$ cat config.mk
export PLATFORM = sky130hd
export DESIGN_NAME = cpu_deadline_priority_table
export DESIGN_NICKNAME = d
export VERILOG_FILES = /design/src/rtl/core/cdpt_pkg.sv /design/src/rtl/core/cdpt_ram.sv /design/src/rtl/core/cdpt_rank_unit.sv /design/src/rtl/core/cpu_deadline_priority_table.sv
export VERILOG_INCLUDE_DIRS = /design/src /design/src/rtl/core
export SDC_FILE = /design/constraint.sdc
export NUM_CORES = 2
export LEC_CHECK = 0
export ABC_CLOCK_PERIOD_IN_PS = 10220
export BUFFER_PORTS_ARGS = -buffer_cell sky130_fd_sc_hd__buf_2
export CORE_UTILIZATION = 55
export CTS_BUF_LIST = sky130_fd_sc_hd__clkbuf_16
export DETAILED_ROUTE_END_ITERATION = 10
export PLACE_DENSITY = 0.7
export SYNTH_ARGS = -nofsm -noshare
export SYNTH_HDL_FRONTEND = slang
export SYNTH_SLANG_ARGS = --single-unit
$ cat constraint.sdc
create_clock -name clock -period 10.22 [get_ports clock]
set_input_delay 1.022 -clock clock [delete_from_list [all_inputs] [get_ports clock]]
set_output_delay 1.022 -clock clock [all_outputs]
set_load 0.01 [all_outputs]
$ cat src/rtl/core/cpu_deadline_priority_table_defines.svh
// Assertion macros for the deadline priority table.
// Included by the RTL files that carry concurrent checks; needs nothing else.
`ifndef CPU_DEADLINE_PRIORITY_TABLE_DEFINES_SVH
`define CPU_DEADLINE_PRIORITY_TABLE_DEFINES_SVH

// same-cycle implication
`define CDPT_ASSERT_IMP(lbl, clk, rst, ante, cons, msg) \
   lbl: assert property (@(posedge clk) disable iff (rst) (ante) |-> (cons)) \
      else $error(msg);

// next-cycle implication
`define CDPT_ASSERT_NXT(lbl, clk, rst, ante, cons, msg) \
   lbl: assert property (@(posedge clk) disable iff (rst) (ante) |=> (cons)) \
      else $error(msg);

`endif

$ cat src/rtl/core/cdpt_pkg.sv
// Shared constants for the deadline priority table.
// No dependencies; used by cdpt_rank_unit and the top level.
`default_nettype none

package cdpt_pkg;

   localparam int CPU_W        = 4;
   localparam int DEADLINE_W   = 64;
   localparam int NUM_CPUS_DEF = 16;

endpackage

`default_nettype wire

$ cat src/rtl/core/cdpt_ram.sv
// Generic single-write, single-read RAM with registered read data.
// Stand-alone; holds the slot deadlines and recency ranks.
`default_nettype none

module cdpt_ram #(
   parameter int WIDTH = 8,
   parameter int DEPTH = 16
) (
   input  wire logic                     clock,
   input  wire logic                     wr_en,
   input  wire logic [$clog2(DEPTH)-1:0] wr_addr,
   input  wire logic [WIDTH-1:0]         wr_data,
   input  wire logic [$clog2(DEPTH)-1:0] rd_addr,
   output logic      [WIDTH-1:0]         rd_data
);

   logic [WIDTH-1:0] mem_ff [DEPTH];

   always_ff @(posedge clock) begin
      if (wr_en) begin
         mem_ff[wr_addr] <= wr_data;
      end
      rd_data <= mem_ff[rd_addr];
   end

endmodule

`default_nettype wire

$ cat src/rtl/core/cdpt_rank_unit.sv
// Shared rank comparator: decides whether a scanned slot beats the current best.
// Uses cdpt_pkg for the deadline width.
`default_nettype none

module cdpt_rank_unit #(
   parameter int REC_W = 4
) (
   input  wire logic                            order_mode,
   input  wire logic                            best_found,
   input  wire logic [cdpt_pkg::DEADLINE_W-1:0] cand_deadline,
   input  wire logic [cdpt_pkg::DEADLINE_W-1:0] best_deadline,
   input  wire logic [REC_W-1:0]                cand_recency,
   input  wire logic [REC_W-1:0]                best_recency,
   output logic                                 take
);

   import cdpt_pkg::*;

   logic less;
   logic equal;
   logic ahead;

   always_comb begin
      less  = cand_deadline < best_deadline;
      equal = cand_deadline == best_deadline;
      // latest-first ranks strictly greater ahead
      ahead = order_mode ? (~less & ~equal) : less;
      take  = ~best_found | ahead | (equal & (cand_recency < best_recency));
   end

endmodule

`default_nettype wire

$ cat src/rtl/core/cpu_deadline_priority_table.sv
// Top level of the deadline priority table: sequencer, slot state and result register.
// Depends on cdpt_pkg, cdpt_ram, cdpt_rank_unit and the assertion macro header.
//
//  channel | direction | transfer when          | payload
//  req     | in        | req_valid & !req_stall | req_cpu_index, req_deadline, req_insert
//  rsp     | out       | rsp_valid & !rsp_stall | rsp_best_cpu, rsp_best_deadline, rsp_table_empty
//  csr     | in        | csr_wr_en              | csr_wr_data (order mode)
//
// A request transfer is followed by ST_FETCH, then ST_SCAN over every slot through the shared
// rank comparator (one slot per RAM read), then ST_DONE, which loads the result register once
// it is free or being taken; rsp_valid is registered from that load, and the next request can transfer in ST_IDLE.
// req_stall is high from transfer until the result is handed to the output register;
// a result waiting there does not hold off the next request.
// Synchronous active-high reset empties the table and sets earliest-first order.
`default_nettype none

`include "cpu_deadline_priority_table_defines.svh"

module cpu_deadline_priority_table #(
   parameter int NUM_CPUS = cdpt_pkg::NUM_CPUS_DEF
) (
   input  wire logic                            clock,
   input  wire logic                            reset,
   input  wire logic                            csr_wr_en,
   input  wire logic                            csr_wr_data,
   input  wire logic                            req_valid,
   output logic                                 req_stall,
   input  wire logic [cdpt_pkg::CPU_W-1:0]      req_cpu_index,
   input  wire logic [cdpt_pkg::DEADLINE_W-1:0] req_deadline,
   input  wire logic                            req_insert,
   output logic                                 rsp_valid,
   input  wire logic                            rsp_stall,
   output logic      [cdpt_pkg::CPU_W-1:0]      rsp_best_cpu,
   output logic      [cdpt_pkg::DEADLINE_W-1:0] rsp_best_deadline,
   output logic                                 rsp_table_empty
);

   import cdpt_pkg::*;

   localparam int                IDX_W      = $clog2(NUM_CPUS);
   localparam int                REC_W      = IDX_W;
   localparam logic [IDX_W-1:0]  LAST_IDX   = IDX_W'(NUM_CPUS - 1);
   localparam logic [8:0]        NUM_CPUS_9 = 9'(NUM_CPUS);

   typedef enum logic [3:0] {
      ST_IDLE  = 4'b0001,
      ST_FETCH = 4'b0010,
      ST_SCAN  = 4'b0100,
      ST_DONE  = 4'b1000
   } state_type;

   state_type             state_ff, state_in;
   logic                  order_mode_ff, order_mode_in;
   logic [NUM_CPUS-1:0]   present_ff, present_in;
   logic                  found_ff, found_in;
   logic                  rsp_valid_ff, rsp_valid_in;

   logic [IDX_W-1:0]      idx_ff, idx_in;
   logic [IDX_W-1:0]      cpu_ff, cpu_in;
   logic                  upd_ff, upd_in;
   logic                  ins_ff, ins_in;
   logic                  old_pres_ff, old_pres_in;
   logic [REC_W-1:0]      rec_c_ff, rec_c_in;
   logic [IDX_W-1:0]      best_idx_ff, best_idx_in;
   logic [DEADLINE_W-1:0] best_dl_ff, best_dl_in;
   logic [REC_W-1:0]      best_rec_ff, best_rec_in;
   logic [CPU_W-1:0]      rsp_cpu_ff, rsp_cpu_in;
   logic [DEADLINE_W-1:0] rsp_dl_ff, rsp_dl_in;
   logic                  rsp_empty_ff, rsp_empty_in;

   logic                  req_fire;
   logic [IDX_W-1:0]      req_cpu;
   logic                  req_in_range;
   logic [IDX_W-1:0]      rd_addr;
   logic [DEADLINE_W-1:0] dl_rd;
   logic [REC_W-1:0]      rec_rd;
   logic                  slot_is_c;
   logic                  slot_live;
   logic [REC_W-1:0]      rec_dec;
   logic [REC_W-1:0]      rec_adj;
   logic                  rec_wr_en;
   logic                  dl_wr_en;
   logic                  take;
   logic                  rsp_load;

   assign req_stall    = ~(state_ff == ST_IDLE);
   assign req_fire     = req_valid & ~req_stall;
   assign req_cpu      = IDX_W'(req_cpu_index);
   assign req_in_range = 9'(req_cpu_index) < NUM_CPUS_9;

   // scanned slot, data from the RAMs belongs to idx_ff
   assign slot_is_c = upd_ff & (idx_ff == cpu_ff);
   assign slot_live = present_ff[idx_ff];
   assign rec_dec   = (old_pres_ff && (rec_rd > rec_c_ff)) ? rec_rd - REC_W'(1) : rec_rd;
   assign rec_adj   = slot_is_c ? '0 : rec_dec + REC_W'(ins_ff);
   assign rec_wr_en = (state_ff == ST_SCAN) & slot_live;
   assign dl_wr_en  = req_fire & req_in_range & req_insert;

   always_comb begin
      case (state_ff)
         ST_IDLE:  rd_addr = req_cpu;
         ST_FETCH: rd_addr = '0;
         default:  rd_addr = idx_ff + IDX_W'(1);
      endcase
   end

   cdpt_ram #(
      .WIDTH (DEADLINE_W),
      .DEPTH (NUM_CPUS)
   ) u_dl_ram (
      .clock   (clock),
      .wr_en   (dl_wr_en),
      .wr_addr (req_cpu),
      .wr_data (req_deadline),
      .rd_addr (rd_addr),
      .rd_data (dl_rd)
   );

   cdpt_ram #(
      .WIDTH (REC_W),
      .DEPTH (NUM_CPUS)
   ) u_rec_ram (
      .clock   (clock),
      .wr_en   (rec_wr_en),
      .wr_addr (idx_ff),
      .wr_data (rec_adj),
      .rd_addr (rd_addr),
      .rd_data (rec_rd)
   );

   cdpt_rank_unit #(
      .REC_W (REC_W)
   ) u_rank (
      .order_mode    (order_mode_ff),
      .best_found    (found_ff),
      .cand_deadline (dl_rd),
      .best_deadline (best_dl_ff),
      .cand_recency  (rec_adj),
      .best_recency  (best_rec_ff),
      .take          (take)
   );

   assign rsp_load = (state_ff == ST_DONE) & (~rsp_valid_ff | ~rsp_stall);

   always_comb begin
      state_in      = state_ff;
      order_mode_in = csr_wr_en ? csr_wr_data : order_mode_ff;
      present_in    = present_ff;
      found_in      = found_ff;
      rsp_valid_in  = rsp_load | (rsp_valid_ff & rsp_stall);
      idx_in        = idx_ff;
      cpu_in        = cpu_ff;
      upd_in        = upd_ff;
      ins_in        = ins_ff;
      old_pres_in   = old_pres_ff;
      rec_c_in      = rec_c_ff;
      best_idx_in   = best_idx_ff;
      best_dl_in    = best_dl_ff;
      best_rec_in   = best_rec_ff;
      rsp_cpu_in    = rsp_cpu_ff;
      rsp_dl_in     = rsp_dl_ff;
      rsp_empty_in  = rsp_empty_ff;

      case (state_ff)
         ST_IDLE: begin
            if (req_fire) begin
               cpu_in      = req_cpu;
               upd_in      = req_in_range;
               ins_in      = req_in_range & req_insert;
               old_pres_in = req_in_range & present_ff[req_cpu];
               if (req_in_range) begin
                  present_in[req_cpu] = req_insert;
               end
               state_in = ST_FETCH;
            end
         end
         ST_FETCH: begin
            // recency of the updated slot, read on the transfer cycle
            rec_c_in = rec_rd;
            found_in = 1'b0;
            idx_in   = '0;
            state_in = ST_SCAN;
         end
         ST_SCAN: begin
            if (slot_live && take) begin
               found_in    = 1'b1;
               best_idx_in = idx_ff;
               best_dl_in  = dl_rd;
               best_rec_in = rec_adj;
            end
            if (idx_ff == LAST_IDX) begin
               state_in = ST_DONE;
            end else begin
               idx_in = idx_ff + IDX_W'(1);
            end
         end
         ST_DONE: begin
            if (rsp_load) begin
               rsp_cpu_in   = found_ff ? CPU_W'(best_idx_ff) : '0;
               rsp_dl_in    = found_ff ? best_dl_ff : '0;
               rsp_empty_in = ~found_ff;
               state_in     = ST_IDLE;
            end
         end
         default: begin
            state_in = ST_IDLE;
         end
      endcase
   end

   always_ff @(posedge clock) begin
      if (reset) begin
         state_ff      <= ST_IDLE;
         order_mode_ff <= 1'b0;
         present_ff    <= '0;
         found_ff      <= 1'b0;
         rsp_valid_ff  <= 1'b0;
      end else begin
         state_ff      <= state_in;
         order_mode_ff <= order_mode_in;
         present_ff    <= present_in;
         found_ff      <= found_in;
         rsp_valid_ff  <= rsp_valid_in;
      end
   end

   always_ff @(posedge clock) begin
      idx_ff       <= idx_in;
      cpu_ff       <= cpu_in;
      upd_ff       <= upd_in;
      ins_ff       <= ins_in;
      old_pres_ff  <= old_pres_in;
      rec_c_ff     <= rec_c_in;
      best_idx_ff  <= best_idx_in;
      best_dl_ff   <= best_dl_in;
      best_rec_ff  <= best_rec_in;
      rsp_cpu_ff   <= rsp_cpu_in;
      rsp_dl_ff    <= rsp_dl_in;
      rsp_empty_ff <= rsp_empty_in;
   end

   assign rsp_valid         = rsp_valid_ff;
   assign rsp_best_cpu      = rsp_cpu_ff;
   assign rsp_best_deadline = rsp_dl_ff;
   assign rsp_table_empty   = rsp_empty_ff;

   `CDPT_ASSERT_NXT(a_fire_starts_fetch, clock, reset, req_fire, state_ff == ST_FETCH, "transfer did not start a pass")
   `CDPT_ASSERT_NXT(a_done_loads_rsp, clock, reset, rsp_load, rsp_valid_ff && (state_ff == ST_IDLE), "result not loaded")
   `CDPT_ASSERT_IMP(a_empty_consistent, clock, reset, state_ff == ST_DONE, found_ff == (present_ff != '0), "scan missed a live slot")
   `CDPT_ASSERT_NXT(a_scan_runs_on, clock, reset, (state_ff == ST_SCAN) && (idx_ff != LAST_IDX), (state_ff == ST_SCAN) && (idx_ff == $past(idx_ff) + IDX_W'(1)), "scan cut short")

endmodule

`default_nettype wire
=== Yosys cells after proc, flatten, opt, wreduce, memory -nomap -nowiden ===
Memory sizes are Yosys's and may differ from the RTL's. A register that Yosys moved wholly into a read port is not among the register bits.
Cells that the tools add are included.

* Flip-flop bits (word level): 178
* RAM bits: 1088
* Input port bits: 75
* Logic and storage cells: 89
* Memories: 2

{| class="wikitable"
|+ Memories
! name !! words !! width !! rd ports !! clocked after memory_dff !! write ports !! RTL line !! RTL
|-
| u_dl_ram.mem_ff || 16 || 64 || 1 || 1 || 1 || cdpt_ram.sv:17 || <nowiki>logic [WIDTH-1:0] mem_ff [DEPTH];</nowiki>
|-
| u_rec_ram.mem_ff || 16 || 4 || 1 || 1 || 1 || cdpt_ram.sv:17 ||
|}

* Add/subtract/negate cells: 3
* Magnitude comparators: 6
* Equal/unequal tests: 12
* Multiplexer cells: 23
* Bitwise operators: 17
* Reduce and logical (&&, ||, !) cells: 10

{| class="wikitable"
|+ Operator list
! cell !! number
|-
| $eq 64x64->1 || 1
|-
| $lt 64x64->1 || 1
|-
| $mux 4 || 6
|-
| $bwmux 16 || 1
|-
| $pmux 4 s2 || 2
|-
| $pmux 4 s4 || 1
|-
| $lt 4x5->1 const B || 2
|-
| $reduce_and 2->1 || 5
|-
| $mux 1 || 9
|-
| $bmux 1 s4 || 2
|-
| $eq 4x4->1 const B || 2
|-
| $and 1x1->1 || 7
|-
| $ne 2x2->1 const B || 3
|-
| $not 1->1 || 6
|-
| $add 4x1->4 || 1
|-
| $add 4x1->4 const B || 1
|-
| $demux 1 s4 || 1
|-
| $eq 4x1->1 const B || 1
|-
| $eq 4x2->1 const B || 1
|-
| $eq 4x3->1 const B || 1
|-
| $eq 4x4->1 || 1
|-
| $ge 4x1->1 const B || 1
|-
| $gt 4x4->1 || 1
|-
| $lt 4x4->1 || 1
|-
| 7 further kinds || 13
|}

=== Depth between registers and ports, before layout ===
* Depth in word-level cells: 11
* Mapped depth: 15
* Gate-level depth less buffers: 15

=== Modules after synthesis ===
From an unflattened synthesis, not the netlist that was laid out.

* Cells, all modules: 2465
* Area, all modules: 50857.5 um^2

{| class="wikitable"
|+ Modules (own cells, without submodules)
! module !! times used !! cells an instance !! area each (um^2) !! sequential area each (um^2)
|-
| cdpt_ram (u_dl_ram) || 1 || 1647 || 39581.7 || 32030.7
|-
| cpu_deadline_priority_table || 1 || 449 || 6862.8 || 5114.9
|-
| cdpt_ram (u_rec_ram) || 1 || 130 || 2666.3 || 2001.9
|-
| cdpt_rank_unit || 1 || 239 || 1746.7 || 0.0
|}

=== Worst setup path after synthesis ===
No wires, ideal clock.

* Path kind: register to register
* Start: register rec_c_ff[1]
* End: register best_dl_ff[0], enable pin
* Setup time: 545 ps
* Arrival: 7109 ps
* Required time: 9675 ps
* Path slack: 2566 ps
* Cell stages (with the launch flop): 15
* Path buffers: 0
* Period minus slack after synthesis: 7654 ps
* Path through: edfxtp_1 inv_1 ha_1 nor2b_1 o21a_1 o21a_1 o211ai_1 xnor2_1 ha_1 a31oi_1 nor3_1 ha_1 nor3_1 nor3_1 a31oi_1

* Word-level cells in the longest chain between the ends: 10

{| class="wikitable"
|+ Ends and longest elaborated chain
! element !! RTL line !! RTL
|-
| start, declared || cpu_deadline_priority_table.sv:63 || <nowiki>logic [REC_W-1:0] rec_c_ff, rec_c_in;</nowiki>
|-
| start signal, assigned || cpu_deadline_priority_table.sv:233 || <nowiki>rec_c_ff <= rec_c_in;</nowiki>
|-
| $gt 4x4->1 || cpu_deadline_priority_table.sv:94 || <nowiki>assign rec_dec = (old_pres_ff && (rec_rd > rec_c_ff)) ? rec_rd - REC_W'(1) : rec_rd;</nowiki>
|-
| $logic_and 1x1->1 || cpu_deadline_priority_table.sv:94 ||
|-
| $mux 4 || cpu_deadline_priority_table.sv:94 ||
|-
| $add 4x1->4 || cpu_deadline_priority_table.sv:95 || <nowiki>assign rec_adj = slot_is_c ? '0 : rec_dec + REC_W'(ins_ff);</nowiki>
|-
| $mux 4 || cpu_deadline_priority_table.sv:95 ||
|-
| via rec_adj[3] || cpu_deadline_priority_table.sv:80 || <nowiki>logic [REC_W-1:0] rec_adj;</nowiki>
|-
| $lt 4x4->1 || cdpt_rank_unit.sv:28 || <nowiki>take = ~best_found | ahead | (equal & (cand_recency < best_recency));</nowiki>
|-
| $and 1x1->1 || cdpt_rank_unit.sv:28 ||
|-
| $or 1x1->1 || cdpt_rank_unit.sv:28 ||
|-
| $logic_and 1x1->1 || cpu_deadline_priority_table.sv:185 || <nowiki>if (slot_live && take) begin</nowiki>
|-
| $reduce_and 2->1 (no source line) || -- ||
|-
| end signal, assigned || cpu_deadline_priority_table.sv:235 || <nowiki>best_dl_ff <= best_dl_in;</nowiki>
|-
| end, declared || cpu_deadline_priority_table.sv:65 || <nowiki>logic [DEADLINE_W-1:0] best_dl_ff, best_dl_in;</nowiki>
|}

The timed path passes the listed nets, and every way through them passes these cells.
A chain may end at the register's enable or synchronous reset.

=== Worst setup path in the final report ===
* Start: register rec_c_ff[1]
* End: register best_dl_ff[33], enable pin

The elaborated chain is that of the path after synthesis.

==> flow_metrics.tcl <==
set metrics [dict create \
    antenna_found_initial 21 \
    fin_worst_skew_ns 0.0386 \
    synthesis.area_um2 52600 \
    fin_ws_ns 5.43 \
    post_cts_buffers 0 \
    synth_edf_count 1243 \
    layout-drive-gt1-share 0.106 \
    synth-seq-area-share 0.745 \
    hpwl_um 62900 \
    grt_overflow 0 \
    cts_resized 0 \
    cts_hold_buf 0 \
    setup-tns-final_ns 0 \
    route.detailed.drc 0 \
    p_int_uw 9140 \
    fin_util 0.617 \
    hold_start "u_dl_ram.rd_data[0]" \
    synth-seq-cells 1334 \
    grt_pass1_vias 30400 \
    min_period_over_period 0.469 \
    port_buffers 145 \
    cts_tree "done" \
    vias 31800 \
    hold_end "best_dl_ff[0]" \
    cts.htree.levels 4 \
    gp_congestion 0.791 \
    layout.nets 3968 \
    crit_required_ns 10.56 \
    rsz0062_at_grt "false" \
    nFillCells 7000 \
    cts.path.max_buffers 3 \
    path_clk_slew_ns 0.06 \
    post_drt_wl_per_cell_um 24.4 \
    initial_core_util 0.554 \
    coreArea_um2 94900 \
    multiInputGateArea_um2 12000 \
    die_area_um2 96800 \
    r2r-start "rec_c_ff[1]" \
    crit_type "reg -> reg" \
    pwr-share-comb 0.098 \
    fmaxAchievable_mhz 209 \
    holdCritPathClass "reg -> reg" \
    worstSetupEndpointType "flop" \
    synth_ff_type "edfxtp_1" \
    p_leak_uw 0.0205 \
    ir_drop_mv 0.176 \
    grt_pass1_wl_um 189000 \
    dp_slack_ns 4.88 \
    crit_family "compound AO/OA/AOI/OAI gates" \
    die_x_um 311 \
    startpoint_type "flop" \
    maxSlewViolCount 0 \
    area_growth_syn_to_layout_pct 11.3 \
    clock-sinks 1334 \
    setup-violations-final 0 \
    clkPwrFrac 0.388 \
    worst-path-buf-inv 2 \
    crit_arrival_ns 5.14 \
    hold_viol 0 \
    postSynth.asyncResetShare 0 \
    die_h_um 311 \
    num_rows 113 \
    drt-initial-drc-count 3489 \
    critical_path.cell_chain "inv_1 > ha_1 > nor2b_1 > o21a_1 > o21a_1 > o211ai_1 > xnor2_1 > ha_1 > ha_1 > and2_1 > ha_1 > a21o_1 > a2111oi_2 > nor3_1 > a31oi_4 > buf_4" \
    syn_nets 3892 \
    grt_use_total 0.260 \
    reg2reg_depth 16 \
    p_sw_uw 2910 \
    io_pins 146 \
    dpl_cell_area_um2 54300 \
    routed_wl_um 127000 \
    reg2reg_slack_ns 5.43 \
    synth.avg_cell_area_um2 14.1 \
    swShare 0.242 \
    worst_path_largest_cell_delay_ns 0.58 \
    p_seq_frac 0.514 \
    worstPathMaxFanout 44 \
    seq_area_um2 39100 \
    r2r-end "best_dl_ff[33]" \
    path_common_cell "ha_1" \
    status "complete, no violations" \
    slew_headroom 0.162 \
    numCtsBuffers 135 \
    viasPerCell 6.11 \
    finalWorstPathRequiredPeriod_ns 4.79 \
    cap_violations 0 \
    power_density_nw_per_um2 206 \
    cts_root_buf "clkbuf_16" \
    grt_max_degree 218 \
    tightest_slew_ns 1.26 \
    drtPass1Iterations 6 \
    ys_warn_count 0 \
    clk_latency_ns 0.74 \
    whs_path_depth 0 \
    ant_nets 0 \
    final_area_um2 58500 \
    synth.distinct_cells 55 \
    synthCells 3739 \
    critPathSlowestCell "buf_4" \
]
per-layer routing:
metal,GRT usage,vias up,routed length (µm)
met5,0,-,118
met4,0.0870,20,3090
met3,0.0511,232,10600
met2,0.407,1394,59900
met1,0.368,15800,52900
li1,-,14300,-
cell families (layout without fill, tap and decap cells):
group,count (synthesis),in the layout,share of synthesized area
AO/OA/AOI/OAI,581,581,0.0783
XOR/XNOR,10,10,0.00167
adder cells (fa/ha/maj),78,78,0.0186
buffers and inverters,349,537,0.0280
flip-flops,1334,1334,0.745
multiplexers,80,80,0.0176
other,0,9,0
AND/OR/NAND/NOR,1307,1307,0.111
worst register-to-register path, stage by stage (launching register included):
cell	delay (ns)
edfxtp_1	0.32
inv_1	0.04
ha_1	0.29
nor2b_1	0.13
o21a_1	0.16
o21a_1	0.19
o211ai_1	0.28
xnor2_1	0.13
ha_1	0.22
ha_1	0.27
and2_1	0.54
ha_1	0.36
a21o_1	0.17
a2111oi_2	0.35
nor3_1	0.13
a31oi_4	0.17
buf_4	0.58
worst max path at each step:
stage / from / to / slack [ns] / cells past startpoint
floorplan: rec_c_ff[1] / best_dl_ff[0] / 2.57 / 14
global placement: req_cpu_index[0] / u_dl_ram.rd_data[40] / 4.99 / 11
detailed placement: req_cpu_index[0] / u_dl_ram.rd_data[44] / 4.88 / 11
CTS: rec_c_ff[1] / best_dl_ff[32] / 5.36 / 16
global route: rec_c_ff[1] / best_dl_ff[33] / 5.10 / 16
finish: rec_c_ff[1] / best_dl_ff[33] / 5.43 / 16
cells in the final DEF (no fill, tap or decap), types with 5 or more instances in the layout:
| cell type | netlist | final |
|---|---|---|
| a211oi_1 | 207 | 207 |
| a21oi_1 | 115 | 114 |
| a311oi_1 | 136 | 136 |
| a31oi_1 | 71 | 70 |
| and2_1 | 12 | 11 |
| and3_1 | 138 | 138 |
| buf_12 | 0 | 5 |
| buf_2 | 95 | 145 |
| buf_4 | 12 | 39 |
| bufinv_16 | 0 | 7 |
| clkbuf_16 | 0 | 139 |
| clkinv_1 | 0 | 24 |
| clkinv_2 | 0 | 14 |
| clkinvlp_4 | 0 | 10 |
| dfxtp_1 | 91 | 91 |
| diode_2 | 0 | 9 |
| edfxtp_1 | 1243 | 1243 |
| ha_1 | 78 | 78 |
| inv_1 | 99 | 126 |
| inv_4 | 0 | 16 |
| inv_6 | 0 | 6 |
| mux2i_1 | 70 | 70 |
| mux4_2 | 10 | 10 |
| nand2_1 | 725 | 725 |
| nand2b_1 | 5 | 5 |
| nand3_1 | 281 | 281 |
| nand4_1 | 15 | 15 |
| nor2_1 | 90 | 90 |
| nor3_1 | 13 | 13 |
| o21ai_0 | 26 | 26 |
| xnor2_1 | 5 | 5 |
| xor2_1 | 5 | 5 |
Yosys cell counts (8+ instances only):
cell type,instances,share of area
edfxtp_1,1243,0.71
nand2_1,725,0.052
nand3_1,281,0.027
a211oi_1,207,0.030
and3_1,138,0.016
a311oi_1,136,0.023
clkbuf_1,135,0.0096
a21oi_1,115,0.011
inv_1,99,0.0071
buf_2,95,0.0090
dfxtp_1,91,0.035
nor2_1,90,0.0064
ha_1,78,0.019
a31oi_1,71,0.0085
mux2i_1,70,0.013
o21ai_0,26,0.0025
nand4_1,15,0.0018
nor3_1,13,0.0012
and2_1,12,0.0014
buf_4,12,0.0017
mux4_2,10,0.0043
buf_1,8,0.00057
sequential cells by signal (all words and copies together), names as in the netlist, 4 cells and up:
name               cells
best_dl_ff            64
rsp_best_cpu           4
state_ff               4
u_rec_ram.mem_ff      64
best_idx_ff            4
idx_ff                 4
present_ff            16
rec_c_ff               4
u_dl_ram.mem_ff     1024
u_rec_ram.rd_data      4
best_rec_ff            4
cpu_ff                 4
rsp_best_deadline     64
u_dl_ram.rd_data      64
power by group through the flow:
| stage | Sequential, µW | Clock (µW) | Combinational (µW) |
|---|---|---|---|
| finish | 6200 | 4680 | 1180 |
| global route | 6200 | 4960 | 1300 |
| global placement | 6310 | 0 | 1140 |
| detailed placement | 6310 | 0 | 1160 |
| floorplan | 6280 | 0 | 811 |
| CTS | 6200 | 4740 | 1170 |
final cells by class:
class	instances	area share
multi-input combinational	2056	0.205
timing repair buffer	189	0.0191
clock inverter	110	0.0126
clock buffer	139	0.0594
tap	1265	0.0270
antenna	9	0.000385
inverter	99	0.00706
sequential	1334	0.669
stage by stage:
stage	power [µW]	std cells	hold WS, ns
after floorplan	7090	3739	0.408
after global placement	7450	4943	0.416
after detailed placement	7480	4943	0.421
after CTS	12100	5192	0.434
after global routing	12500	5196	0.447
final	12100	5201	0.432
(Power assumes the default switching activity.)
